### src/hw/rtl/mbq_pkg.sv
// Shared types, constants and helpers for the message block queue.
// No dependencies; imported by the top level and the testbench.
package mbq_pkg;

	localparam int NUM_BLOCKS      = 16;
	localparam int MAX_BLOCK_BYTES = 8;

	localparam int IDX_W     = (NUM_BLOCKS > 1) ? $clog2(NUM_BLOCKS) : 1;
	localparam int CNT_W     = $clog2(NUM_BLOCKS + 1);
	localparam int RING_AW   = IDX_W + 1;
	localparam int ACTION_W  = 3;
	localparam int HANDLE_W  = 4;
	localparam int PAYLOAD_W = 64;
	localparam int SIZE_W    = 4;
	localparam int STATUS_W  = 2;
	localparam int BB_W      = 4;
	localparam int IN_DATA_W  = 72;
	localparam int OUT_DATA_W = 72;
	localparam int OUT_USER_W = 3;
	localparam int PADDR_W   = 3;
	localparam int PDATA_W   = 32;

	localparam logic [ACTION_W-1:0] ACT_SEND   = 3'd0;
	localparam logic [ACTION_W-1:0] ACT_RECV   = 3'd1;
	localparam logic [ACTION_W-1:0] ACT_ALLOC  = 3'd2;
	localparam logic [ACTION_W-1:0] ACT_FREE   = 3'd3;
	localparam logic [ACTION_W-1:0] ACT_HSEND  = 3'd4;
	localparam logic [ACTION_W-1:0] ACT_HRECV  = 3'd5;
	localparam logic [ACTION_W-1:0] ACT_FLUSH  = 3'd6;

	localparam logic [STATUS_W-1:0] STAT_OK        = 2'd0;
	localparam logic [STATUS_W-1:0] STAT_TOO_LARGE = 2'd1;
	localparam logic [STATUS_W-1:0] STAT_UNAVAIL   = 2'd2;

	localparam logic RING_FREE = 1'b0;
	localparam logic RING_MSG  = 1'b1;

	localparam logic           REG_BLOCK_BYTES = 1'b0;
	localparam logic [BB_W-1:0] BB_RESET       = 4'd8;

	typedef struct packed {
		logic [STATUS_W-1:0]  status;
		logic [HANDLE_W-1:0]  out_handle;
		logic [PAYLOAD_W-1:0] out_payload;
		logic                 no_block;
		logic                 queue_empty;
		logic                 pool_full;
		logic                 last;
	} res_t;

	// low n bytes set
	function automatic logic [PAYLOAD_W-1:0] byte_mask(input logic [SIZE_W-1:0] n);
		logic [PAYLOAD_W-1:0] m;
		m = '0;
		for (int b = 0; b < PAYLOAD_W / 8; b++) begin
			m[8*b +: 8] = (SIZE_W'(b) < n) ? 8'hFF : 8'h00;
		end
		return m;
	endfunction

	function automatic logic [IDX_W-1:0] ring_next(input logic [IDX_W-1:0] i);
		return (i == IDX_W'(NUM_BLOCKS - 1)) ? '0 : i + 1'b1;
	endfunction

	// free ring contents after reset: N-1 down to 0
	function automatic logic [HANDLE_W-1:0] free_init(input logic [IDX_W-1:0] i);
		return HANDLE_W'(NUM_BLOCKS - 1) - HANDLE_W'(i);
	endfunction

endpackage

### src/hw/rtl/mbq_ram.sv
// Generic single-write, single-read synchronous RAM with registered read data.
// Depends on nothing; used for the handle rings and the block store.
module mbq_ram #(
	parameter int WIDTH = 8,
	parameter int DEPTH = 16
) (
	input  logic                     clk,
	input  logic                     we,
	input  logic [$clog2(DEPTH)-1:0] waddr,
	input  logic [WIDTH-1:0]         wdata,
	input  logic [$clog2(DEPTH)-1:0] raddr,
	output logic [WIDTH-1:0]         rdata
);

	logic [WIDTH-1:0] mem [DEPTH];

	always_ff @(posedge clk) begin
		if (we) begin
			mem[waddr] <= wdata;
		end
		rdata <= mem[raddr];
	end

endmodule

### src/hw/rtl/message_block_queue.sv
// Message block queue top level: free pool and message ring over two RAMs.
// Depends on mbq_pkg and mbq_ram.
//
// A fixed pool of NUM_BLOCKS blocks, each one 64-bit payload word, with every
// handle sitting in either the free ring or the message ring. Both rings share
// one RAM (free ring in the lower half, message ring in the upper half); the
// payloads live in a second RAM. One command beat is taken on the s_ side at a
// time and produces its result beat(s) on the m_ side, held in an output
// register so the next command is accepted while a result waits. Free, handle
// send, errors and the empty flush go straight to the result; alloc first reads
// the free ring; send, receive and handle receive read a ring, then the block,
// and send and receive then write back. A flush of k queued blocks does one ring
// read, one block read and one result per block. The sequencer holds
// s_tready low until the command's last result is in the output register.
// The free ring powers up as N-1 down to 0 through per-entry valid bits, so no
// clearing pass is needed after reset. Config (block_bytes at address 0) must
// only be written while idle.
module message_block_queue
	import mbq_pkg::*;
(
	input  logic                  clk,
	input  logic                  arst_n,
	// command stream
	input  logic                  s_tvalid,
	output logic                  s_tready,
	input  logic [IN_DATA_W-1:0]  s_tdata,   // handle[3:0], payload[67:4], size[71:68]
	input  logic [ACTION_W-1:0]   s_tuser,   // action[2:0]
	// result stream
	output logic                  m_tvalid,
	input  logic                  m_tready,
	output logic [OUT_DATA_W-1:0] m_tdata,   // out_handle[3:0], out_payload[67:4],
	                                         // queue_empty[68], pool_full[69], zero[71:70]
	output logic [OUT_USER_W-1:0] m_tuser,   // status[1:0], no_block[2]
	output logic                  m_tlast,   // last result of the command
	// register port
	input  logic                  psel,
	input  logic                  penable,
	input  logic                  pwrite,
	input  logic [PADDR_W-1:0]    paddr,
	input  logic [PDATA_W-1:0]    pwdata,
	output logic [PDATA_W-1:0]    prdata,
	output logic                  pready
);

	// sequencer states
	localparam logic [1:0] ST_IDLE  = 2'd0;  // waiting for a command
	localparam logic [1:0] ST_RING  = 2'd1;  // ring read data valid
	localparam logic [1:0] ST_STORE = 2'd2;  // block read data valid
	localparam logic [1:0] ST_EMIT  = 2'd3;  // result waiting for the output register

	logic [1:0] state_q, state_d;

	// latched command
	logic [ACTION_W-1:0]  op_q, op_d;
	logic [PAYLOAD_W-1:0] pay_q, pay_d;
	logic [SIZE_W-1:0]    size_q, size_d;
	logic [HANDLE_W-1:0]  h_q, h_d;      // handle fetched from a ring

	// ring pointers and counts
	logic [IDX_W-1:0] fh_q, fh_d, ft_q, ft_d, mh_q, mh_d, mt_q, mt_d;
	logic [CNT_W-1:0] fc_q, fc_d, mc_q, mc_d;
	logic [NUM_BLOCKS-1:0] fvalid_q, fvalid_d;

	res_t res_q, res_d;
	res_t out_q, out_d;
	logic m_valid_q, m_valid_d;

	logic [BB_W-1:0] bb_q;

	// RAM ports
	logic                  ring_we;
	logic [RING_AW-1:0]    ring_waddr, ring_raddr;
	logic [HANDLE_W-1:0]   ring_wdata, ring_rdata, ring_h;
	logic                  store_we;
	logic [IDX_W-1:0]      store_waddr, store_raddr;
	logic [PAYLOAD_W-1:0]  store_wdata, store_rdata;

	// read-side tags for valid-bit substitution
	logic             rd_fsel_s1, rd_fvalid_s1;
	logic [IDX_W-1:0] rd_idx_s1;

	logic                 s_accept;
	logic [HANDLE_W-1:0]  in_handle;
	logic [PAYLOAD_W-1:0] in_payload;
	logic [SIZE_W-1:0]    in_size;
	logic [BB_W-1:0]      lim;
	logic                 cfg_wr;

	assign in_handle  = s_tdata[HANDLE_W-1:0];
	assign in_payload = s_tdata[HANDLE_W +: PAYLOAD_W];
	assign in_size    = s_tdata[HANDLE_W + PAYLOAD_W +: SIZE_W];

	assign s_tready = (state_q == ST_IDLE);
	assign s_accept = s_tvalid && s_tready;

	// effective byte limit
	assign lim = (bb_q < BB_W'(MAX_BLOCK_BYTES)) ? bb_q : BB_W'(MAX_BLOCK_BYTES);

	// never-written free ring entries read as their reset handle
	assign ring_h = (rd_fsel_s1 && !rd_fvalid_s1) ? free_init(rd_idx_s1) : ring_rdata;

	mbq_ram #(
		.WIDTH(HANDLE_W),
		.DEPTH(2 * NUM_BLOCKS)
	) u_ring_ram (
		.clk  (clk),
		.we   (ring_we),
		.waddr(ring_waddr),
		.wdata(ring_wdata),
		.raddr(ring_raddr),
		.rdata(ring_rdata)
	);

	mbq_ram #(
		.WIDTH(PAYLOAD_W),
		.DEPTH(NUM_BLOCKS)
	) u_store_ram (
		.clk  (clk),
		.we   (store_we),
		.waddr(store_waddr),
		.wdata(store_wdata),
		.raddr(store_raddr),
		.rdata(store_rdata)
	);

	// result with no block attached
	function automatic res_t blank_res(input logic [STATUS_W-1:0] st, input logic qe,
	                                   input logic pf);
		res_t r;
		r.status      = st;
		r.out_handle  = '0;
		r.out_payload = '0;
		r.no_block    = 1'b1;
		r.queue_empty = qe;
		r.pool_full   = pf;
		r.last        = 1'b1;
		return r;
	endfunction

	function automatic res_t blk_res(input logic [HANDLE_W-1:0] h,
	                                 input logic [PAYLOAD_W-1:0] p,
	                                 input logic qe, input logic pf, input logic lst);
		res_t r;
		r.status      = STAT_OK;
		r.out_handle  = h;
		r.out_payload = p;
		r.no_block    = 1'b0;
		r.queue_empty = qe;
		r.pool_full   = pf;
		r.last        = lst;
		return r;
	endfunction

	always_comb begin
		logic               too_big;
		logic [CNT_W-1:0]   fc_n;
		logic [PAYLOAD_W-1:0] m;

		too_big = (in_size > lim);
		fc_n    = fc_q;
		m       = '0;

		state_d  = state_q;
		op_d     = op_q;
		pay_d    = pay_q;
		size_d   = size_q;
		h_d      = h_q;
		fh_d     = fh_q;
		ft_d     = ft_q;
		fc_d     = fc_q;
		mh_d     = mh_q;
		mt_d     = mt_q;
		mc_d     = mc_q;
		fvalid_d = fvalid_q;
		res_d    = res_q;
		out_d    = out_q;

		m_valid_d = m_valid_q;
		if (m_valid_q && m_tready) begin
			m_valid_d = 1'b0;
		end

		ring_we     = 1'b0;
		ring_waddr  = '0;
		ring_wdata  = '0;
		ring_raddr  = '0;
		store_we    = 1'b0;
		store_waddr = '0;
		store_wdata = '0;
		store_raddr = '0;

		unique case (state_q)
			ST_IDLE: begin
				if (s_accept) begin
					op_d    = s_tuser;
					pay_d   = in_payload;
					size_d  = in_size;
					state_d = ST_EMIT;
					unique case (s_tuser)
						ACT_SEND, ACT_ALLOC: begin
							if (too_big) begin
								res_d = blank_res(STAT_TOO_LARGE, mc_q == '0, fc_q == '0);
							end else if (fc_q == '0) begin
								res_d = blank_res(STAT_UNAVAIL, mc_q == '0, 1'b1);
							end else begin
								ring_raddr = {RING_FREE, fh_q};
								state_d    = ST_RING;
							end
						end
						ACT_RECV: begin
							if (too_big) begin
								res_d = blank_res(STAT_TOO_LARGE, mc_q == '0, fc_q == '0);
							end else if (mc_q == '0) begin
								res_d = blank_res(STAT_UNAVAIL, 1'b1, fc_q == '0);
							end else begin
								ring_raddr = {RING_MSG, mh_q};
								state_d    = ST_RING;
							end
						end
						ACT_FREE: begin
							if (CNT_W'(in_handle) >= CNT_W'(NUM_BLOCKS) ||
							    fc_q >= CNT_W'(NUM_BLOCKS)) begin
								res_d = blank_res(STAT_UNAVAIL, mc_q == '0, fc_q == '0);
							end else begin
								ring_we          = 1'b1;
								ring_waddr       = {RING_FREE, ft_q};
								ring_wdata       = in_handle;
								fvalid_d[ft_q]   = 1'b1;
								ft_d             = ring_next(ft_q);
								fc_d             = fc_q + 1'b1;
								res_d = blk_res(in_handle, '0, mc_q == '0, 1'b0, 1'b1);
							end
						end
						ACT_HSEND: begin
							if (CNT_W'(in_handle) >= CNT_W'(NUM_BLOCKS) ||
							    mc_q >= CNT_W'(NUM_BLOCKS)) begin
								res_d = blank_res(STAT_UNAVAIL, mc_q == '0, fc_q == '0);
							end else begin
								store_we    = 1'b1;
								store_waddr = IDX_W'(in_handle);
								store_wdata = in_payload & byte_mask(lim);
								ring_we     = 1'b1;
								ring_waddr  = {RING_MSG, mt_q};
								ring_wdata  = in_handle;
								mt_d        = ring_next(mt_q);
								mc_d        = mc_q + 1'b1;
								res_d = blk_res(in_handle, '0, 1'b0, fc_q == '0, 1'b1);
							end
						end
						ACT_HRECV: begin
							if (mc_q == '0) begin
								res_d = blank_res(STAT_UNAVAIL, 1'b1, fc_q == '0);
							end else begin
								ring_raddr = {RING_MSG, mh_q};
								state_d    = ST_RING;
							end
						end
						ACT_FLUSH: begin
							if (mc_q == '0) begin
								res_d = blank_res(STAT_OK, 1'b1, fc_q == '0);
							end else begin
								ring_raddr = {RING_MSG, mh_q};
								state_d    = ST_RING;
							end
						end
						default: begin
							// unused action code: no-op result
							res_d = blank_res(STAT_OK, mc_q == '0, fc_q == '0);
						end
					endcase
				end
			end

			ST_RING: begin
				h_d = ring_h;
				if (op_q == ACT_ALLOC) begin
					fh_d    = ring_next(fh_q);
					fc_d    = fc_q - 1'b1;
					res_d   = blk_res(ring_h, '0, mc_q == '0, fc_d == '0, 1'b1);
					state_d = ST_EMIT;
				end else begin
					store_raddr = IDX_W'(ring_h);
					state_d     = ST_STORE;
				end
			end

			ST_STORE: begin
				state_d = ST_EMIT;
				unique case (op_q)
					ACT_SEND: begin
						// only the low size bytes are replaced
						m           = byte_mask(size_q);
						store_we    = 1'b1;
						store_waddr = IDX_W'(h_q);
						store_wdata = (store_rdata & ~m) | (pay_q & m);
						ring_we     = 1'b1;
						ring_waddr  = {RING_MSG, mt_q};
						ring_wdata  = h_q;
						fh_d        = ring_next(fh_q);
						fc_d        = fc_q - 1'b1;
						mt_d        = ring_next(mt_q);
						mc_d        = mc_q + 1'b1;
						res_d = blk_res(h_q, '0, 1'b0, fc_d == '0, 1'b1);
					end
					ACT_HRECV: begin
						mh_d  = ring_next(mh_q);
						mc_d  = mc_q - 1'b1;
						res_d = blk_res(h_q, store_rdata & byte_mask(lim), mc_d == '0,
						                fc_q == '0, 1'b1);
					end
					default: begin
						// receive and flush: dequeue, return to pool unless it is full
						mh_d = ring_next(mh_q);
						mc_d = mc_q - 1'b1;
						if (fc_q < CNT_W'(NUM_BLOCKS)) begin
							ring_we        = 1'b1;
							ring_waddr     = {RING_FREE, ft_q};
							ring_wdata     = h_q;
							fvalid_d[ft_q] = 1'b1;
							ft_d           = ring_next(ft_q);
							fc_n           = fc_q + 1'b1;
						end
						fc_d = fc_n;
						if (op_q == ACT_FLUSH) begin
							res_d = blk_res(h_q, store_rdata & byte_mask(lim), 1'b1,
							                fc_n == '0, mc_d == '0);
						end else begin
							res_d = blk_res(h_q, store_rdata & byte_mask(size_q),
							                mc_d == '0, fc_n == '0, 1'b1);
						end
					end
				endcase
			end

			ST_EMIT: begin
				if (!m_valid_q || m_tready) begin
					out_d     = res_q;
					m_valid_d = 1'b1;
					if (op_q == ACT_FLUSH && !res_q.last) begin
						// next queued block
						ring_raddr = {RING_MSG, mh_q};
						state_d    = ST_RING;
					end else begin
						state_d = ST_IDLE;
					end
				end
			end
		endcase
	end

	always_ff @(posedge clk or negedge arst_n) begin
		if (!arst_n) begin
			state_q   <= ST_IDLE;
			fh_q      <= '0;
			ft_q      <= '0;
			fc_q      <= CNT_W'(NUM_BLOCKS);
			mh_q      <= '0;
			mt_q      <= '0;
			mc_q      <= '0;
			fvalid_q  <= '0;
			m_valid_q <= 1'b0;
		end else begin
			state_q   <= state_d;
			fh_q      <= fh_d;
			ft_q      <= ft_d;
			fc_q      <= fc_d;
			mh_q      <= mh_d;
			mt_q      <= mt_d;
			mc_q      <= mc_d;
			fvalid_q  <= fvalid_d;
			m_valid_q <= m_valid_d;
		end
	end

	// payload registers
	always_ff @(posedge clk) begin
		op_q   <= op_d;
		pay_q  <= pay_d;
		size_q <= size_d;
		h_q    <= h_d;
		res_q  <= res_d;
		out_q  <= out_d;
		rd_fsel_s1   <= (ring_raddr[IDX_W] == RING_FREE);
		rd_fvalid_s1 <= fvalid_q[ring_raddr[IDX_W-1:0]];
		rd_idx_s1    <= ring_raddr[IDX_W-1:0];
	end

	// register port
	assign cfg_wr = psel && penable && pwrite && pready;
	assign pready = 1'b1;

	always_ff @(posedge clk or negedge arst_n) begin
		if (!arst_n) begin
			bb_q <= BB_RESET;
		end else if (cfg_wr && paddr[2] == REG_BLOCK_BYTES) begin
			bb_q <= pwdata[BB_W-1:0];
		end
	end

	assign prdata = (paddr[2] == REG_BLOCK_BYTES) ? {{(PDATA_W - BB_W){1'b0}}, bb_q} : '0;

	// result beat
	assign m_tvalid = m_valid_q;
	assign m_tdata  = {2'b00, out_q.pool_full, out_q.queue_empty, out_q.out_payload,
	                   out_q.out_handle};
	assign m_tuser  = {out_q.no_block, out_q.status};
	assign m_tlast  = out_q.last;

endmodule

### config.mk
export PLATFORM = sky130hd
export DESIGN_NAME = message_block_queue
export DESIGN_NICKNAME = d
export VERILOG_FILES = /design/src/hw/rtl/mbq_pkg.sv /design/src/hw/rtl/mbq_ram.sv /design/src/hw/rtl/message_block_queue.sv
export SDC_FILE = /design/constraint.sdc
export NUM_CORES = 2
export LEC_CHECK = 0
export ABC_AREA = 1
export BUFFER_PORTS_ARGS = -buffer_cell sky130_fd_sc_hd__buf_2
export CAP_MARGIN = 20
export CORE_MARGIN = 10
export CORE_UTILIZATION = 40
export DETAILED_ROUTE_END_ITERATION = 8
export MAX_ROUTING_LAYER = met4
export PLACE_DENSITY = 0.65
export RECOVER_POWER = 50
export SETUP_SLACK_MARGIN = 0.02
export SLEW_MARGIN = 5
export SYNTH_ARGS = -nofsm -noshare
export SYNTH_HDL_FRONTEND = slang
export SYNTH_SLANG_ARGS = --single-unit
### constraint.sdc
create_clock -name clk -period 6.4 [get_ports clk]
set_input_delay 1.6 -clock clk [delete_from_list [all_inputs] [get_ports clk]]
set_output_delay 1.6 -clock clk [all_outputs]
set_load 0.02 [all_outputs]
==> impl_results.md <==
* Wire per inst at 23.4 µm
* Post-Synth Adder-Cell Area at 0.00473
* Cell mode on critical path: inv_1
* Top cells by area, synth: edfxtp_1 68%, nor2_1 7.2%, nand3_1 3.5%, o21ai_0 2.9%, o311ai_1 2.8%
* Share of the synthesized area in the top cell type at 0.678
* Die X at 410 µm
* Vias at 40,600
* Slew headroom at -0.937
* Clock Path Buffers at 3
* Mux share of post-synthesis cell area at 0.00247
* Met1 Usage GRT at 0.260
* Required @ worst endpoint at 6.72 ns
* Slew Viols, Final at 368
* Starting Density at 0.402
* CP delay by family, top: buffers and inverters
* Busiest layer in global routing: met2
* H-tree levels at 4
* IO Port Bufs at 166
* Mapped Area at 60,900 µm²
* Resized Gates After CTS at 0
* WL final at 170 mm
* Dominant cell type by area after synthesis: edfxtp_1
* Number of synthesized flops with an enable pin at 1,375
* Placer Congestion at 0.887
* Final hold vios at 0
* Worst path slowest cell: buf_2
* Failing checks: capacitance limit, slew limit
* YS warnings at 0
* Clock Power Share at 0.286
* Final number of setup-violating endpoints at 0
* Switching pwr at 0.00978 W
* Reg clk slew, reported paths at 0.06 ns
* Grt met2 use at 0.311
* Logic pwr share at 0.256
* Largest net degree at the start of global routing at 240
* Total Neg Setup Slack at 0 ns
* Drt via density at 5.56
* Maximum vdd drop at 0.000272 V
* Yosys reg bits at 1,498
* Sequential Power Share at 0.457
* Global route overflow at 0
* # Max-Cap Violations at 10
* DRC viols at 0
* Fmax at 0.187 GHz
* Sw Share at 0.347
* Hold/Removal Path Class: register to register
* Setup Buffers After CTS at 0
* Compound-gate portion of the synthesized area at 0.0894
* Area grow syn2layout at 12.4%
* Die area at 168,000 µm²
* Root buf cell: clkbuf_16
* Largest family of logic cells by synthesized area: simple AND/OR/NAND/NOR gates
* Asr flop ratio synth at 0.0327
* RSZ-0062 raised after global routing: false
* Post-Synth XOR/XNOR Area at 0.00245
* Pwr Density at 411 nW/µm²
* CP max stage delay at 1.84 ns
* Pleak at 23.4 nW
* Max FO, Critical Path at 64
* Sequential fraction of the synthesis area at 0.723
* Chip Height at 410 µm
* Post-Route Utilization at 0.452
* DRT iter0 DRCs at 4,629
* Int Pwr at 0.0184 W
* Vias in the first global route at 38,900
* DR pass1 iterations at 5
* GR Util met3 at 0.0508
* Simple logic cell fraction of the synthesized area at 0.136
* Avg Inst Size Synth at 12.2 µm²
* Worst-path cell chain: clkbuf_1 > inv_1 > nor2_2 > inv_1 > nor2_1 > inv_1 > nor2_1 > inv_1 > nor2_1 > nand2_1 > o21a_1 > inv_1 > nand2_1 > nor2_4 > buf_2
* Layout cell share with drive strength beyond 1 at 0.0715
* CTS tree: yes
* DP Wirelength at 93.1 mm
* CP endpoint kind: register
* Hold-fix buffers at CTS at 0
* Net count, final at 5,270
* TritonCTS Buffers at 143
* Cell count after synthesis at 4,970
* First-pass GRT wire length at 251 mm
* Clk sink count at 1,498
* Post-synth top flop: edfxtp_1
* WP buf/inv at 7
* Min Tclk post-route at 5.34 ns
* FP Rows at 143
* Tcrit/Tclk final at 0.834
* I/O pin total at 228
* Core area at 152,000 µm²
* Fin Clk Skew at 0.0246 ns
* Critical path class: input port to register
* Startpoint types: input port
* Netlist cell types at 54
* Crit path DAT at 5.66 ns
* Status: complete, but fails checks
* Post-route ant nets at 0
* GR Util All Layers at 0.201
* Insertion delay to the later sink of the worst-skew pair at 0.78 ns
* Worst slew pin tran at 2.91 ns
* Initial antenna violation count at 18
## final timing paths
kind	endpoint	start	depth (start not counted)	slack (ns)
max	u_store_ram.mem[14][48]$_DFFE_PP_	s_tuser[2]	15	1.06
min	m_tdata[38]$_DFFE_PP_	res_q[38]$_DFFE_PP_	0	0.45
max reg2reg	res_q[23]$_DFFE_PP_	bb_q[3]$_DFFE_PN1P_	13	1.06
min reg2reg	m_tdata[38]$_DFFE_PP_	res_q[38]$_DFFE_PP_	0	0.45
max in group asynchronous	fvalid_q[1]$_DFFE_PN0P_	arst_n	2	2.88
min in group asynchronous	mc_q[2]$_DFFE_PN0P_	arst_n	2	1.84
## state kept, by name, summed over array words and instances (netlist names), 5 cells and up
signal             flops
u_store_ram.mem     1024
res_q                 74
pay_q                 64
fvalid_q              16
u_store_ram.rdata     64
fc_q                   5
u_ring_ram.mem       128
mc_q                   5
m_tdata               70
## power by group through the flow
stage	Sequential [W]	Combinational, W	Clock, W
after global routing	0.0129	0.00788	0.00856
after detailed placement	0.0130	0.00723	0
after CTS	0.0128	0.00726	0.00818
final	0.0129	0.00722	0.00806
after global placement	0.0130	0.00713	0
after floorplan	0.0129	0.00462	0
## placed cells by master, fill, tap and decap left out, types with 59 or more instances in the layout
master and instances:
nand3_1 424, o21ai_0 350, edfxtp_1 1375, clkbuf_16 145, o21ai_1 76, o311ai_1 195, o311ai_0 59, nor2_1 1161
nand2_1 306, clkbuf_1 234, inv_1 245, dfxtp_1 74, buf_4 66
## per-stage QoR
step	area, µm²	std cells	setup slack, ns	hold WS [ns]	total power (W)
floorplan	61000	4999	0.623	0.421	0.0175
finish	68400	7287	1.06	0.447	0.0282
global placement	64400	7009	1.52	0.436	0.0201
detailed placement	64400	7010	1.52	0.436	0.0203
CTS	68800	7268	1.85	0.449	0.0283
global route	68400	7286	0.776	0.455	0.0294
## cells by family after synthesis
group                      count (synthesis)
buffers and inverters                    594
and+or+nand+nor                         1991
DFF                                     1498
AOI/OAI and AO/OA                        830
adders and majority gates                 23
muxes                                     15
other                                      2
xor gates and xnor gates                  17
## cell usage after synthesis (4+ instances only)
master	number
a21oi_1	25
a221oi_1	5
a31o_2	6
buf_1	24
buf_2	81
buf_4	42
buf_6	4
clkbuf_1	171
clkinv_1	8
dfrtp_1	47
dfxtp_1	74
edfxtp_1	1375
ha_1	23
inv_1	243
inv_2	19
mux2i_1	15
nand2_1	307
nand2_2	4
nand3_1	424
nand3b_1	41
nand4_1	9
nor2_1	1175
nor2_2	5
nor3_1	12
o211ai_1	10
o21a_1	5
o21ai_0	352
o21ai_1	76
o221ai_1	10
o22ai_1	15
o311ai_0	59
o311ai_1	195
o31ai_1	53
o32ai_1	10
xnor2_1	6
xor2_1	11
## layout make-up
cell class	instances	area (µm²)
diodes	14	35.0
fillers	13500	83100
clock inverters	66	536
repair buffers	308	1750
clock buffers	192	3890
multi-input cells	2907	14600
flip-flops and latches	1498	44000
well taps	2030	2540
inverters	272	1050
## layer usage
metal	vias up	routed length (µm)
li1	18200	-
met1	20000	67900
met2	1988	79000
met3	314	18400
met4	0	5150
met5	-	0
Note: power is estimated with default switching activity, not from simulation.
